--- src/rtl/spq_pkg.sv ---
package spq_pkg;

    localparam int DEPTH_DEF = 16;
    localparam int ID_W      = 8;
    localparam int TIME_W    = 16;
    localparam int WAIT_W    = 24;
    localparam int DELTA_W   = 16;
    localparam int CNT_OUT_W = 5;
    localparam int CMD_W     = 3;
    localparam int CFG_IDX_W = 1;
    localparam int KEY_W     = TIME_W + 1;

    typedef enum logic [CMD_W-1:0] {
        CMD_INSERT   = 3'd0,
        CMD_POP_HEAD = 3'd1,
        CMD_POP_ARR  = 3'd2,
        CMD_ADD_WAIT = 3'd3,
        CMD_CLEAR    = 3'd4
    } cmd_e;

    typedef enum logic [CFG_IDX_W-1:0] {
        REG_SORT_KEY   = 1'd0,
        REG_SORT_ORDER = 1'd1
    } cfg_reg_e;

    typedef enum logic {
        ST_IDLE = 1'b0,
        ST_WAIT = 1'b1
    } state_e;

    typedef struct packed {
        logic [ID_W-1:0]   id;
        logic [TIME_W-1:0] arrival;
        logic [TIME_W-1:0] burst;
        logic [WAIT_W-1:0] waiting;
    } rec_t;

    typedef struct packed {
        logic [CMD_W-1:0]   command;
        logic [ID_W-1:0]    proc_id;
        logic [TIME_W-1:0]  arrival;
        logic [TIME_W-1:0]  burst;
        logic [WAIT_W-1:0]  waiting_init;
        logic [DELTA_W-1:0] waiting_delta;
    } in_word_t;

    typedef struct packed {
        logic                 found;
        logic [ID_W-1:0]      out_id;
        logic [TIME_W-1:0]    out_arrival;
        logic [TIME_W-1:0]    out_burst;
        logic [WAIT_W-1:0]    out_waiting;
        logic [CNT_OUT_W-1:0] entry_count;
        logic                 is_empty;
        logic                 overflow;
        logic [TIME_W-1:0]    min_burst;
    } out_word_t;

    // broadcast to every cell
    typedef struct packed {
        logic               do_insert;
        logic               do_pop;
        logic               pop_head;
        logic               do_add;
        logic               sort_key;
        logic               sort_order;
        rec_t               new_rec;
        logic [TIME_W-1:0]  match_arr;
        logic [DELTA_W-1:0] delta;
    } ctl_t;

endpackage

--- src/rtl/spq_min_tree.sv ---
module spq_min_tree #(
    parameter int DEPTH = spq_pkg::DEPTH_DEF
) (
    input  logic                      clk,
    input  logic [spq_pkg::KEY_W-1:0] leaf [DEPTH],
    output logic [spq_pkg::KEY_W-1:0] root
);

    localparam int LVL = $clog2(DEPTH);
    localparam int P   = 1 << LVL;

    logic [spq_pkg::KEY_W-1:0] node_reg  [1:P-1];
    logic [spq_pkg::KEY_W-1:0] node_next [1:P-1];
    logic [spq_pkg::KEY_W-1:0] full      [1:2*P-1];

    genvar g;
    generate
        for (g = 1; g < P; g++)
        begin : g_inner
            assign full[g] = node_reg[g];
            assign node_next[g] = (full[2*g+1] < full[2*g]) ? full[2*g+1] : full[2*g];
        end
        for (g = 0; g < P; g++)
        begin : g_leaf
            if (g < DEPTH)
            begin : g_used
                assign full[P+g] = leaf[g];
            end
            else
            begin : g_pad
                assign full[P+g] = {spq_pkg::KEY_W{1'b1}};
            end
        end
    endgenerate

    // one level per cycle; root settles once the leaves have passed through every registered level
    always_ff @(posedge clk)
    begin
        node_reg <= node_next;
    end

    assign root = node_reg[1];

endmodule

--- config.mk ---
export PLATFORM = sky130hd
export DESIGN_NAME = spq_min_tree
export DESIGN_NICKNAME = d
export VERILOG_FILES = /design/src/rtl/spq_pkg.sv /design/src/rtl/spq_min_tree.sv
export SDC_FILE = /design/constraint.sdc
export NUM_CORES = 1
export LEC_CHECK = 0
export ABC_CLOCK_PERIOD_IN_PS = 6200
export BUFFER_PORTS_ARGS = -buffer_cell sky130_fd_sc_hd__buf_2
export CAP_MARGIN = 20
export CORE_MARGIN = 3
export CORE_UTILIZATION = 39
export DETAILED_ROUTE_END_ITERATION = 10
export PLACE_DENSITY = 0.72
export RECOVER_POWER = 50
export SLEW_MARGIN = 20
export SYNTH_ARGS = -nofsm -noshare
export SYNTH_HDL_FRONTEND = slang
export SYNTH_SLANG_ARGS = --single-unit
--- constraint.sdc ---
create_clock -name clk -period 6.2 [get_ports clk]
set_input_delay 1.86 -clock clk [delete_from_list [all_inputs] [get_ports clk]]
set_output_delay 1.86 -clock clk [all_outputs]
set_load 0.01 [all_outputs]
==> summary.md <==
| Metric | Value |
|---|---|
| Status | `complete, but fails checks` |
| Failing checks | `max-capacitance violations, max-slew violations` |
| PortBufs | `289` |
| CTS Sinks | `255` |
| Yosys top cell area share | `35.3%` |
| Drt wl/cell | `15.6 um` |
| Clk buf depth | `3` |
| Number of synthesized flops with an enable pin | `0` |
| Vias in the first global route | `11200` |
| Top post-synthesis cells by count | `dfxtp_1, mux2_2, inv_1` |
| Via-per-instance ratio | `4.92` |
| Peak supply drop | `0.211 mV` |
| Critical path depth in cells | `7` |
| Initial DRT Pass Iterations | `4` |
| Design Power | `5.93 mW` |
| RSZ-0062 raised after global routing | `false` |
| Global-route wire length before repair | `54.0 mm` |
| Setup TNS | `0 ns` |
| Largest net degree at the start of global routing | `18` |
| IO Pins | `290` |
| DP Worst Slack | `1.98 ns` |
| PwrDens | `344 nW/um^2` |
| Final Wtd Congestion | `0.844` |
| Routed WL | `34.2 mm` |
| Post-CTS Hold Buffers | `0` |
| Hold path cells | `1` |
| GRT Total Usage | `17.0%` |
| Hold Path Class | `reg2reg` |
| Crit-path max cell delay | `1.88 ns` |
| Top achievable clock speed | `0.268 GHz` |
| Row count | `69` |
| Startpoint Class | `register` |
| CORE AREA | `36000 um^2` |
| CTS tree | `built` |
| Post-CTS Setup Bufs | `0` |
| Vias | `10800` |
| Final worst slack | `2.47 ns` |
| Final core occ | `47.8%` |
| GR Overflow Total | `0` |
| ANT nets after route | `0` |
| Ys Warns | `0` |
| Worst reg2reg path depth | `7` |
| Final instance area | `17200 um^2` |
| Die X | `198 um` |
| Slew margin rel. | `-65.2%` |
| Layout cell share with drive strength beyond 1 | `30.8%` |
| Async set-reset flop share out of synthesis | `0%` |
| Synth Cell Area | `14500 um^2` |
| Clock latency on the worst-skew pair | `0.57 ns` |
| Antenna Cells | `0` |
| DR DRC count | `0` |
| Final #Nets | `2216` |
| Max Slew Vio Count | `54` |
| Crit path cell chain | `inv_1, ha_1, a21oi_1, o21ai_0, a221oi_1, a21boi_0, mux2_2` |
| H-tree depth | `1` |
| Tightest Pin Transition | `2.46 ns` |
| Die area | `39400 um^2` |
| Kind of critical path | `reg2reg` |
| Yosys cell types | `38` |
| Initial antenna violation count | `4` |
| Max Cap Viol | `3` |
| Clock skew | `0.0103 ns` |
| Fin crit share | `60.1%` |
| Finish-stage setup viols | `0` |
| Worst-path maximum fanout | `17` |
| Arrival time worst endpoint | `4.17 ns` |
| Cell family with most CP delay | `compound AO/OA/AOI/OAI gates` |
| Seq/Total Area, Yosys | `35.3%` |
| Gates resized, CTS repair | `0` |
| Critical Path End Type | `register` |
| Die Y-Extent | `198 um` |
| DP Area | `16300 um^2` |
| CTS Root Cell | `clkbuf_16` |
| Worst path required time | `6.64 ns` |
| Cells after Synth | `1407` |
| Cell taking the most area after synthesis | `dfxtp_1` |
| Buf/Inv on CP | `1` |
| Net Count, Synth | `1920` |
| CTS clock-pin slew for the worst setup and hold paths | `0.05 ns` |
| Min Tclk post-route | `3.73 ns` |
| Area growth, synth to finish | `19.2%` |
| Crit-path slowest cell | `a21boi_0` |
| Seq cells post-synth | `255` |
| Final Hold Viols | `0` |
| Most common cell in the netlist | `dfxtp_1` |
| Fill cells | `3295` |
| Initial Util | `40.1%` |
| 1st-iter DRT viols | `282` |
| Synth top area cells | `dfxtp_1, ha_1, mux2_2, inv_1, a21oi_1` |
| Post-Syn Area per Cell | `10.3 um^2` |
| Leakage | `8.69 nW` |
| DP HPWL | `28.4 mm` |
| TritonCTS Buffers | `31` |
| Dominant synthesized flop cell | `dfxtp_1` |
==> per-stage QoR <==
stage,hold slack [ns],std cells
floorplan,0.447,1407
global placement,0.467,2130
detailed placement,0.458,2131
CTS,0.477,2186
global route,0.495,2186
finish,0.476,2186
==> report_power, final <==
part / leakage (nW) / switching [mW] / internal, mW / total [mW]
combinational: 6.06 / 0.982 / 0.950 / 1.93
sequential: 2.15 / 0.227 / 2.06 / 2.29
clock: 0.478 / 0.691 / 1.02 / 1.71
total: 8.69 / 1.90 / 4.03 / 5.93
==> kinds of logic after synthesis <==
family,Yosys count,synth area share (%)
buf+inv,276,8.07
mux,255,20.1
flops,255,35.3
simple gates,167,6.11
compound gates,214,9.58
fa+ha+maj,240,20.8
==> per-layer routing <==
layer / vias to the layer above / GRT usage (%) / share of wire [%] / routed length (um)
met5: - / 0 / 0.032 / 11
met4: 2 / 4.37 / 2.6 / 877
met3: 58 / 3.00 / 4.5 / 1530
met2: 242 / 29.2 / 46 / 15900
met1: 4980 / 22.1 / 46 / 15900
li1: 5475 / - / - / -
==> cell usage in the layout (no fill, tap or decap), drive strengths merged <==
cell type / count
and4: 18
a311oi: 1
nor3: 3
a21oi: 100
mux2: 255
o22ai: 9
nor2b: 5
nor4: 2
nand2: 64
buf: 278
o21ai: 33
or3: 1
a21boi: 3
nand4: 27
a21o: 12
or2: 2
o41a: 2
a211oi: 13
nor2: 11
a221oi: 3
dfxtp: 255
o41ai: 2
nand2b: 22
a2111oi: 3
o31ai: 1
inv: 244
clkinv: 3
o21a: 18
ha: 240
nand3: 12
a31oi: 14
clkinvlp: 2
clkbuf: 67
==> sequential cells by signal (all words and copies together) (netlist names) <==
name and flops:
full 238, root 17
==> worst reg2reg max path, stage by stage (launching register included) <==
cell	delay [ns]
dfxtp_1	0.34
inv_1	0.05
ha_1	0.28
a21oi_1	0.14
o21ai_0	0.12
a221oi_1	0.33
a21boi_0	1.88
mux2_2	0.47
==> layout make-up <==
cell class | count | area (um^2) | area share [%]
clock buffers | 48 | 920 | 5.34
clock inverters | 7 | 61.3 | 0.356
inverters | 242 | 908 | 5.27
multi-input cells | 876 | 8170 | 47.4
flip-flops and latches | 255 | 5100 | 29.6
well taps | 461 | 577 | 3.35
repair buffers | 297 | 1480 | 8.60
==> final timing paths <==
| path | start | endpoint | slack (ns) |
|---|---|---|---|
| setup / recovery | full[401] | full[462] | 2.47 |
| hold / removal | full[476] | root[0] | 0.48 |
| setup reg to reg | full[401] | full[462] | 2.47 |
| hold reg to reg | full[476] | root[0] | 0.48 |
Power figures use the tool's default switching activity.
