File: config.mk
export PLATFORM = sky130hd
export DESIGN_NAME = spq_cell
export DESIGN_NICKNAME = d
export VERILOG_FILES = /design/src/rtl/spq_pkg.sv /design/src/rtl/spq_cell.sv
export SDC_FILE = /design/constraint.sdc
export NUM_CORES = 1
export LEC_CHECK = 0
export ABC_CLOCK_PERIOD_IN_PS = 14200
export BUFFER_PORTS_ARGS = -buffer_cell sky130_fd_sc_hd__buf_2
export CORE_AREA = 5 5 123 125
export CTS_CLUSTER_SIZE = 24
export DETAILED_ROUTE_END_ITERATION = 8
export DIE_AREA = 0 0 128 130
export GPL_TIMING_DRIVEN = 1
export HOLD_SLACK_MARGIN = 0.08
export PLACE_DENSITY_LB_ADDON = 0.08
export SLEW_MARGIN = 30
export SYNTH_ARGS = -nofsm -noshare
export SYNTH_HDL_FRONTEND = slang
export SYNTH_SLANG_ARGS = --single-unit
File: constraint.sdc
create_clock -name clk -period 14.2 [get_ports clk]
set_clock_uncertainty 0.1 [all_clocks]
set_input_delay 2.84 -clock clk [delete_from_list [all_inputs] [get_ports clk]]
set_output_delay 2.84 -clock clk [all_outputs]
set_load 0.03 [all_outputs]
File: src/rtl/spq_pkg.sv
package spq_pkg;

    localparam int DEPTH_DEF = 16;
    localparam int ID_W      = 8;
    localparam int TIME_W    = 16;
    localparam int WAIT_W    = 24;
    localparam int DELTA_W   = 16;
    localparam int CNT_OUT_W = 5;
    localparam int CMD_W     = 3;
    localparam int CFG_IDX_W = 1;
    localparam int KEY_W     = TIME_W + 1;

    typedef enum logic [CMD_W-1:0] {
        CMD_INSERT   = 3'd0,
        CMD_POP_HEAD = 3'd1,
        CMD_POP_ARR  = 3'd2,
        CMD_ADD_WAIT = 3'd3,
        CMD_CLEAR    = 3'd4
    } cmd_e;

    typedef enum logic [CFG_IDX_W-1:0] {
        REG_SORT_KEY   = 1'd0,
        REG_SORT_ORDER = 1'd1
    } cfg_reg_e;

    typedef enum logic {
        ST_IDLE = 1'b0,
        ST_WAIT = 1'b1
    } state_e;

    typedef struct packed {
        logic [ID_W-1:0]   id;
        logic [TIME_W-1:0] arrival;
        logic [TIME_W-1:0] burst;
        logic [WAIT_W-1:0] waiting;
    } rec_t;

    typedef struct packed {
        logic [CMD_W-1:0]   command;
        logic [ID_W-1:0]    proc_id;
        logic [TIME_W-1:0]  arrival;
        logic [TIME_W-1:0]  burst;
        logic [WAIT_W-1:0]  waiting_init;
        logic [DELTA_W-1:0] waiting_delta;
    } in_word_t;

    typedef struct packed {
        logic                 found;
        logic [ID_W-1:0]      out_id;
        logic [TIME_W-1:0]    out_arrival;
        logic [TIME_W-1:0]    out_burst;
        logic [WAIT_W-1:0]    out_waiting;
        logic [CNT_OUT_W-1:0] entry_count;
        logic                 is_empty;
        logic                 overflow;
        logic [TIME_W-1:0]    min_burst;
    } out_word_t;

    // broadcast to every cell
    typedef struct packed {
        logic               do_insert;
        logic               do_pop;
        logic               pop_head;
        logic               do_add;
        logic               sort_key;
        logic               sort_order;
        rec_t               new_rec;
        logic [TIME_W-1:0]  match_arr;
        logic [DELTA_W-1:0] delta;
    } ctl_t;

endpackage

File: src/rtl/spq_cell.sv
module spq_cell #(
    parameter int IDX   = 0,
    parameter int CNT_W = 5
) (
    input  logic                       clk,
    input  spq_pkg::ctl_t              ctl,
    input  logic [CNT_W-1:0]           count,
    input  spq_pkg::rec_t              left_rec,
    input  spq_pkg::rec_t              right_rec,
    input  logic                       ins_in,
    output logic                       ins_out,
    input  logic                       pop_in,
    output logic                       pop_out,
    output logic                       pop_hit,
    output spq_pkg::rec_t              rec,
    output logic [spq_pkg::KEY_W-1:0]  min_key
);

    spq_pkg::rec_t             rec_reg;
    spq_pkg::rec_t             rec_next;
    logic                      occ;
    logic [spq_pkg::TIME_W-1:0] k_own;
    logic [spq_pkg::TIME_W-1:0] k_new;
    logic                      passes;
    logic                      ins_here;
    logic                      match;
    logic [spq_pkg::WAIT_W:0]  wsum;

    assign occ   = count > CNT_W'(IDX);
    assign k_own = ctl.sort_key ? rec_reg.arrival : rec_reg.burst;
    assign k_new = ctl.sort_key ? ctl.new_rec.arrival : ctl.new_rec.burst;

    // new record goes before the first held record that sorts after it,
    // or into the first free slot; equal keys keep arrival order
    assign passes   = ctl.sort_order ? (k_own < k_new) : (k_own > k_new);
    assign ins_here = !occ || passes;
    assign ins_out  = ins_in | ins_here;

    assign match   = occ && (ctl.pop_head ? (IDX == 0) : (rec_reg.arrival == ctl.match_arr));
    assign pop_out = pop_in | match;
    assign pop_hit = match && !pop_in;

    assign wsum = {1'b0, rec_reg.waiting} + (spq_pkg::WAIT_W + 1)'(ctl.delta);

    always_comb
    begin
        rec_next = rec_reg;
        if (ctl.do_insert)
        begin
            if (ins_in)
                rec_next = left_rec;
            else if (ins_here)
                rec_next = ctl.new_rec;
        end
        else if (ctl.do_pop)
        begin
            if (pop_out)
                rec_next = right_rec;
        end
        else if (ctl.do_add && occ)
        begin
            rec_next.waiting = wsum[spq_pkg::WAIT_W] ? {spq_pkg::WAIT_W{1'b1}}
                                                     : wsum[spq_pkg::WAIT_W-1:0];
        end
    end

    always_ff @(posedge clk)
    begin
        rec_reg <= rec_next;
    end

    assign rec     = rec_reg;
    // free slots sort above every real burst time
    assign min_key = occ ? {1'b0, rec_reg.burst} : {spq_pkg::KEY_W{1'b1}};

endmodule

==> results.md, run 1 <==
Final layout:
- Compared with the post-synthesis result, the final layout area differs by 35.6%.
- In the final layout, the share of cells above drive strength 1 is 44.5%.
- The final layout contains 1,153 nets.
- The count of non-filler cells in the finished layout is 1,065.
- The final instance area is 7580 um^2.
- The number of flip-flops in the largest register is 64.
- The filler cells instantiated in the layout total 1,311.

Global route:
- The total global routing overflow is 0.
- Entering global routing, the biggest net connects 71 pins.
- The via count of the first global-routing pass is 5,772.
- The number of antenna violations at the first check in global routing is 0.
- The total global routing track utilization is 23.2%.
- The first global-routing pass estimated 30.1 mm of wire.

Worst setup path:
- The type of element launching the critical path is an input port.
- Across all register-to-register paths, the minimum setup slack is 10.63 ns.
- The critical path's most frequent cell is sky130_fd_sc_hd__buf_2.
- The largest stage delay on the critical path is 0.61 ns.
- Measured in cells, the most critical reg-to-reg path has a length of 10.
- The critical path data required time is 11.26 ns.
- By startpoint and endpoint, the worst setup path is classified as input port to output pin.
- The worst reg2reg path endpoint is rec[43].
- In this design, the largest share of critical-path delay is due to buffers and inverters.
- In this run the number of cells on the critical path is 9.
- The type of destination of the critical path is an output pin.
- The worst setup path startpoint is ctl[97].
- The launch point of the worst reg-to-reg path is rec[51].
- The end point of the critical path is ins_out.
- The largest driver fanout on the critical path is 32.
- Among all stages on the critical path, the largest delay is contributed by sky130_fd_sc_hd__buf_2.
- Traced cell by cell, the critical path runs through buf_2 > mux2_2 > ha_1 > nand2_1 > nor4_1 > a21boi_0 > a211oi_1 > o21ai_0 > buf_2.
- The critical path contains buffers and inverters numbering 2 combined.
- The worst path arrival time is 5.73 ns.

Timing:
- The final count of negative-setup-slack endpoints is 0.
- The headroom to the max-slew limit is 37.9%.
- The final period demand of the worst path is 8.67 ns.
- The maximum clock frequency is 115 MHz.
- The final hold violation count is 0.
- Setup repair after global routing left no endpoint under its margin.
- The setup TNS is 0 ns.
- The transition time at the pin with the least slew margin is 0.928 ns.
- The worst path uses 61.1% of the clock period.
- The max-slew violation count is 0.

Clock network:
- The CTS H-tree depth is 3.
- The buffer cell driving the clock tree root is sky130_fd_sc_hd__clkbuf_16.
- The clock insertion delay at the later pin of the skew report is 0.33 ns.
- The total number of clock tree sinks is 64.
- The number of setup buffers added after CTS is 0.
- In this run the deepest clock path goes through 2 buffers.
- The clock transition at the register clock pins on the worst setup and hold paths after CTS is 0.05 ns.
- The number of buffers created by CTS is 9.
- The total of hold buffers inserted after clock tree synthesis is 0.
- In this run, post-CTS repair resized a total of 0 instances.
- The clock tree from TritonCTS is built.

Power and ir drop:
- Of the total power, registers draw 32.9%.
- The fraction of power spent switching nets is 37.1%.
- The leakage power is 0.00365 uW.
- The clock share of power is 26.1%.
- In this run the power spent charging and discharging nets is 297 uW.
- Power spread over the standard cell area amounts to 105 nW/um^2.
- The part of the power in combinational logic is 41.0%.
- The highest ir drop seen on vdd is 40.9 uV.
- Internal power comes to 503 uW.

Detailed routing:
- The routed wire length is 20.3 mm.
- The number of DRC violations after detailed-routing iteration 0 is 410.
- The number of iterations in the first detailed-routing pass is 5.
- The number of nets with antenna violations after routing is 0.
- The detail-routed net length per standard cell is 19.1 um.
- The residual DRC count is 0.
- The average via count per standard cell is 5.40.
- The detailed router placed 5,750 vias in this run.

Min path:
- The path class of the tightest hold or removal check is flip-flop to flip-flop.
- The worst hold path was traced through 2 stages.

Yosys:
- The top cell type by area accounts for 34.4% of the synthesized area.
- Each instance of the synthesized netlist takes up on average 9.57 um^2.
- The count of different cell masters after synthesis is 56.
- The number of synthesized flops with an enable pin is 64.
- By count the netlist is led by sky130_fd_sc_hd__a21oi_1 (75), sky130_fd_sc_hd__mux2i_1 (73), sky130_fd_sc_hd__edfxtp_1 (64).
- Synthesis produced a netlist with a net count of 855.
- The share of the Yosys chip area taken by registers is 34.4%.
- The cell area that synthesis handed to floorplanning was 5590 um^2.
- The register bit total from synthesis is 64.
- The most frequent cell after synthesis is sky130_fd_sc_hd__a21oi_1.
- The share of flip-flops with an asynchronous set or reset after synthesis is 0%.
- During synthesis, Yosys emitted a total of 0 warnings.
- Counting every instance in the synthesized netlist gives 584.
- The largest total area in the synthesized netlist belongs to sky130_fd_sc_hd__edfxtp_1.
- Among all flip-flop cells after synthesis, the most frequent one is sky130_fd_sc_hd__edfxtp_1.
- Yosys attributes the largest share of cell area to sky130_fd_sc_hd__edfxtp_1 (34%), sky130_fd_sc_hd__mux2i_1 (13%), sky130_fd_sc_hd__ha_1 (7.2%).

Placed design:
- At the end of routability-driven placement, the weighted congestion stood at 0.901.
- The post-DP HPWL is 16.6 mm.
- The number of placed instances, taps included is 1,051.
- The port buffer count is 321.
- The area of placed instances is 7310 um^2.

Die:
- The die is 130 um tall.
- 322 I/O pins were placed.
- The number of placement rows is 43.
- Once the floorplan was initialized, standard cells occupied 40.6% of the core.
- The floorplan step set the die width to 128 um.
- The total area inside the core boundary comes to 13,800 um^2.
- The die covers 16,600 um^2.

Job:
- The max-capacitance violation count is 0.

Outcome:
- The flow ran to the end, and the final reports show no timing, DRC or antenna violations.
-- power by group through the flow --
stage                     clock [uW]  sequential [uW]  combinational, uW
after global routing             222              267                354
after detailed placement           0              267                327
after floorplan                    0              307                177
after global placement             0              266                322
after CTS                        214              263                328
final                            209              263                327
-- kinds of logic (layout without fill, tap and decap cells) --
logic type      count (synthesis)  after routing  synth area share (%)
fa+ha+maj                      33             33                  7.52
simple gates                  147            147                  12.5
other cells                     0              1                     0
buf+inv                        47            347                  3.62
flops                          64             64                  34.4
mux                            99             99                  18.4
compound gates                161            161                  18.4
xor+xnor                       33             33                  5.17
-- layout by cell type, fill, tap and decap left out, types with 3 or more instances in the layout --
master                      Yosys  final
sky130_fd_sc_hd__ha_1          32     32
sky130_fd_sc_hd__buf_2          5    319
sky130_fd_sc_hd__a221oi_1      11     11
sky130_fd_sc_hd__nor4_1         6      6
sky130_fd_sc_hd__mux2_2        25     25
sky130_fd_sc_hd__nor2b_1        3      3
sky130_fd_sc_hd__buf_4          2      6
sky130_fd_sc_hd__a21o_1        14     14
sky130_fd_sc_hd__o21a_1         3      3
sky130_fd_sc_hd__nand4_1        5      5
sky130_fd_sc_hd__o21ai_0       22     20
sky130_fd_sc_hd__xor2_1        22     22
sky130_fd_sc_hd__a21oi_1       75     75
sky130_fd_sc_hd__a31oi_1        7      7
sky130_fd_sc_hd__mux2i_1       73     73
sky130_fd_sc_hd__nor2_1        62     61
sky130_fd_sc_hd__and3_1         5      5
sky130_fd_sc_hd__a211oi_1       3      3
sky130_fd_sc_hd__inv_1          9      9
sky130_fd_sc_hd__nand2_1       29     29
sky130_fd_sc_hd__xnor2_1       11     11
sky130_fd_sc_hd__clkbuf_16      0      9
sky130_fd_sc_hd__a221o_1        6      6
sky130_fd_sc_hd__edfxtp_1      64     64
sky130_fd_sc_hd__or2_2         18     18
sky130_fd_sc_hd__nand3_1        7      7
-- per-stage QoR --
step	util (%)	hold slack [ns]	setup slack [ns]	total power (uW)
floorplan	-	0.784	5.75	485
global placement	53.1	0.644	5.67	589
detailed placement	53.1	0.655	5.50	594
CTS	55.0	0.676	5.50	806
global route	55.0	0.728	5.32	842
finish	55.0	0.677	5.53	799
-- per-layer routing --
metal  up-vias  wire [um]  track usage [%]
met5         -          0                0
met4         0        379             6.93
met3        28       1190             3.52
met2       234      10800             43.7
met1      2688       7910             27.2
li1       2800          -                -
-- cell type report --
| type | instances | area (um^2) | area share [%] |
|---|---|---|---|
| Inverter | 9 | 33.8 | 0.446 |
| Clock buffer | 11 | 233 | 3.07 |
| Timing Repair Buffer | 325 | 1640 | 21.7 |
| Sequential cell | 64 | 1920 | 25.4 |
| Multi-Input combinational cell | 473 | 3490 | 46.0 |
| Tap cell | 180 | 225 | 2.97 |
| Clock inverter | 2 | 33.8 | 0.446 |
| Antenna cell | 1 | 2.50 | 0.0330 |
-- worst register-to-register path, cell delays in order (launching register included) --
cell                       delay, ns
sky130_fd_sc_hd__edfxtp_1       0.45
sky130_fd_sc_hd__mux2_2         0.31
sky130_fd_sc_hd__ha_1           0.34
sky130_fd_sc_hd__nand2_1        0.09
sky130_fd_sc_hd__nor4_1         0.38
sky130_fd_sc_hd__a21boi_0       0.30
sky130_fd_sc_hd__a211oi_1       0.07
sky130_fd_sc_hd__o21ai_0        0.38
sky130_fd_sc_hd__nand2_1        0.21
sky130_fd_sc_hd__o21ai_4        0.10
sky130_fd_sc_hd__buf_4          0.46
-- worst min path at each step --
stage          slack (ns)       to     from
6_report             0.68  rec[22]  rec[22]
5_1_grt              0.73  rec[22]  rec[22]
4_1_cts              0.68  rec[22]  rec[22]
3_5_place_dp         0.66  rec[22]  rec[22]
3_3_place_gp         0.64  rec[22]  rec[22]
2_1_floorplan        0.78  rec[22]  rec[22]
Note: power is estimated with default switching activity, not from simulation.
==> run 2, diff against run 1 <==
--- a/config.mk
+++ b/config.mk
@@ -5,12 +5,12 @@
 export SDC_FILE = /design/constraint.sdc
 export NUM_CORES = 1
 export LEC_CHECK = 0
-export ABC_CLOCK_PERIOD_IN_PS = 14200
+export ABC_CLOCK_PERIOD_IN_PS = 8310
 export BUFFER_PORTS_ARGS = -buffer_cell sky130_fd_sc_hd__buf_2
-export CORE_AREA = 5 5 123 125
+export CORE_AREA = 5 5 121 123
 export CTS_CLUSTER_SIZE = 24
 export DETAILED_ROUTE_END_ITERATION = 8
-export DIE_AREA = 0 0 128 130
+export DIE_AREA = 0 0 126 128
 export GPL_TIMING_DRIVEN = 1
 export HOLD_SLACK_MARGIN = 0.08
 export PLACE_DENSITY_LB_ADDON = 0.08
==> constraint.sdc (replaced) <==
create_clock -name clk -period 8.31 [get_ports clk]
set_clock_uncertainty 0.1 [all_clocks]
set_input_delay 1.662 -clock clk [delete_from_list [all_inputs] [get_ports clk]]
set_output_delay 1.662 -clock clk [all_outputs]
set_load 0.03 [all_outputs]
==> run 2 against run 1 <==
Effect of this change:
- power is 73% higher
- worst setup slack worse by 3.6 ns
- clock-buffer cell count is 2 lower
- utilization is 1.1 points higher
- clock power is 82% higher
- final area is 0.41% higher
- via count is 0.23% lower
- sequential cell count stayed put
- routed wire length is 3.0% lower
- cell count is 0.38% higher
- hold slack worse by 0.0098 ns
- combinational power is 70% higher
==> results.md, run 2 (same netlist as run 1, synthesis figures left out) <==
Global route:
- The global-route wire length before repair is 30.4 mm.
- The largest net degree at the start of global routing is 75.
- Summed over all layers, the global routing overflow is 0.
- The via count of the first global-routing pass is 6,092.
- Global routing used 23.5% of the available tracks.
- The number of antenna violations at the first check in global routing came to 1.

Timing:
- The max-slew violation count is 0.
- The maximum clock frequency is 157 MHz.
- Setup repair after global routing left no endpoint under its margin.
- At the pin with the least slew margin, the transition time is 0.851 ns.
- Of the available clock period, the critical path in the final layout requires 76.9%.
- The final period demand of the worst path is 6.39 ns.
- Setup violations remaining at the end of the flow were counted as 0.
- The final hold violation count came to 0.
- The setup TNS is 0 ns.
- The headroom to the max-slew limit is 43.1%.

Power and ir drop:
- The share of total power dissipated in the clock network is 27.5%.
- Of the total power, the share spent switching nets is 37.6%.
- The final total power is 1380 uW.
- IR analysis of the VDD net gives a maximum drop of 102 uV.
- For this design the static power due to leakage is 0.00366 uW.
- The power per cell area is 182 nW/um^2.
- The fraction of power consumed by sequential logic is 32.3%.
- For this design the total switching power over the nets is 521 uW.
- The design internal power is 864 uW.
- The part of the power in combinational logic is 40.2%.

Clock network:
- In this run, post-CTS repair resized a total of 0 instances.
- Counting along the longest clock path gives a buffer depth of 2.
- Clock-pin slew was measured on the worst setup and hold paths at 0.06 ns.
- The count of buffers added by post-CTS timing repair for setup is 0.
- The clock drives 64 sinks.
- The number of buffers created by CTS is 9.
- In this run, post-CTS hold repair placed 0 buffers.
- TritonCTS built the clock tree.
- Clock latency on the worst-skew pair, taken at its later pin, is 0.33 ns.
- The buffer cell driving the clock tree root is sky130_fd_sc_hd__clkbuf_16.
- The CTS H-tree depth is 3.

Detailed routing:
- The number of nets with antenna violations after routing is 0.
- The number of iterations in the first detailed-routing pass is 5.
- The routed design has 19.7 mm of wire.
- The average via count per standard cell is 5.37.
- The total number of vias is 5,737.
- The number of DRC violations after detailed-routing iteration 0 is 291.
- The detail-routed net length per standard cell is 18.4 um.
- For this run, design rule violations remaining after detail routing come to 0.

Worst setup path:
- STA classifies the critical path endpoint as an output pin.
- STA classifies the critical path startpoint as an input port.
- In this run the worst path has a maximum fanout of 32.
- The worst path arrival time is 4.63 ns.
- The critical path data required time is 6.55 ns.
- The worst setup path is of the input port to output pin kind.

Final layout:
- Compared with the post-synthesis result, the final layout area differs by 36.1%.
- The register with the most flip-flops in the layout has 64 of them.
- In the final layout, the share of cells above drive strength 1 is 44.8%.
- The library cells used most frequently in the layout, excluding fill and tap cells, are sky130_fd_sc_hd__buf_2 (319), sky130_fd_sc_hd__a21oi_1 (75), sky130_fd_sc_hd__mux2i_1 (73).
- Counting the fill cells in the layout gives 1,284.
- The number of nets in the layout is 1,154.
- The commonest non-fill, non-tap cell in the layout is sky130_fd_sc_hd__buf_2.
- The count of non-filler cells in the finished layout is 1,069.

Placed design:
- The port buffer count is 321.
- The HPWL after detailed placement is 15.9 mm.
- The routability congestion estimate is 0.917.
- Counting tap cells, the placed design contains a total of 1,052 instances.

Die:
- The initial utilization of the core area, before any placement, comes to 41.2%.
- The die area is 16,100 um^2.
- The die height is 128 um.
- The chip width is 126 um.
- For this design the top-level I/O count stands at 322.
- The number of placement rows is 43.
- The core footprint is 13,600 um^2.

Outcome:
- The run finished with clean final reports.

Min path:
- The class of the worst hold path is flip-flop to flip-flop.

Job:
- The max-capacitance violation count is 0.
-- run 2: cell count changes in the layout (fill, tap and decap cells not counted), sizes merged --
cell and change:
clkbuf -2, clkinv +1, buf +1, clkinvlp +4
-- run 2: worst paths after layout --
check,depth (start not counted),slack (ns),to,from
worst max-delay path,9,1.92,ins_out,ctl[97]
worst min-delay path,2,0.67,rec[22],rec[22]
worst max register to register,10,4.67,rec[27],rec[55]
worst min register to register,2,0.67,rec[22],rec[22]
-- run 2: final cells by class --
| class | count | area [um^2] | area share, % |
|---|---|---|---|
| timing repair buffer | 326 | 1650 | 21.7 |
| clock buffer | 9 | 225 | 2.96 |
| sequential | 64 | 1920 | 25.2 |
| inverter | 9 | 33.8 | 0.444 |
| antenna | 1 | 2.50 | 0.0329 |
| multi-input combinational | 473 | 3480 | 45.7 |
| clock inverter | 7 | 72.6 | 0.953 |
| tap | 180 | 225 | 2.96 |
-- run 2: per-layer routing --
| metal | GRT usage (%) | up-vias | wire, um |
|---|---|---|---|
| met3 | 4.17 | 39 | 1170 |
| met5 | 0 | - | 0 |
| met1 | 26.6 | 2672 | 7520 |
| met2 | 44.4 | 231 | 10500 |
| li1 | - | 2795 | - |
| met4 | 8.26 | 0 | 533 |
-- run 2: power by group through the flow --
stage	clock (uW)	combinational [uW]	sequential, uW
after floorplan	0	303	525
after global placement	0	547	455
after detailed placement	0	557	455
after CTS	387	559	449
after global routing	405	608	453
final	381	556	448
-- run 2: per-stage QoR --
step	worst slack (ns)	hold WS, ns	utilization (%)	cell area (um^2)
2_1_floorplan	1.84	0.784	-	5590
5_1_grt	1.72	0.731	56.1	7610
6_report	1.92	0.667	56.1	7610
3_5_place_dp	1.93	0.655	53.9	7310
3_3_place_gp	2.12	0.643	53.9	7310
4_1_cts	1.91	0.673	56.1	7610
-- run 2: critical path, stage by stage --
cell                       delay (ns)
sky130_fd_sc_hd__buf_2           0.62
sky130_fd_sc_hd__mux2_2          0.42
sky130_fd_sc_hd__ha_1            0.32
sky130_fd_sc_hd__nand3_1         0.10
sky130_fd_sc_hd__nor4_1          0.40
sky130_fd_sc_hd__a21boi_0        0.32
sky130_fd_sc_hd__a211oi_1        0.08
sky130_fd_sc_hd__o21ai_0         0.40
sky130_fd_sc_hd__buf_2           0.30
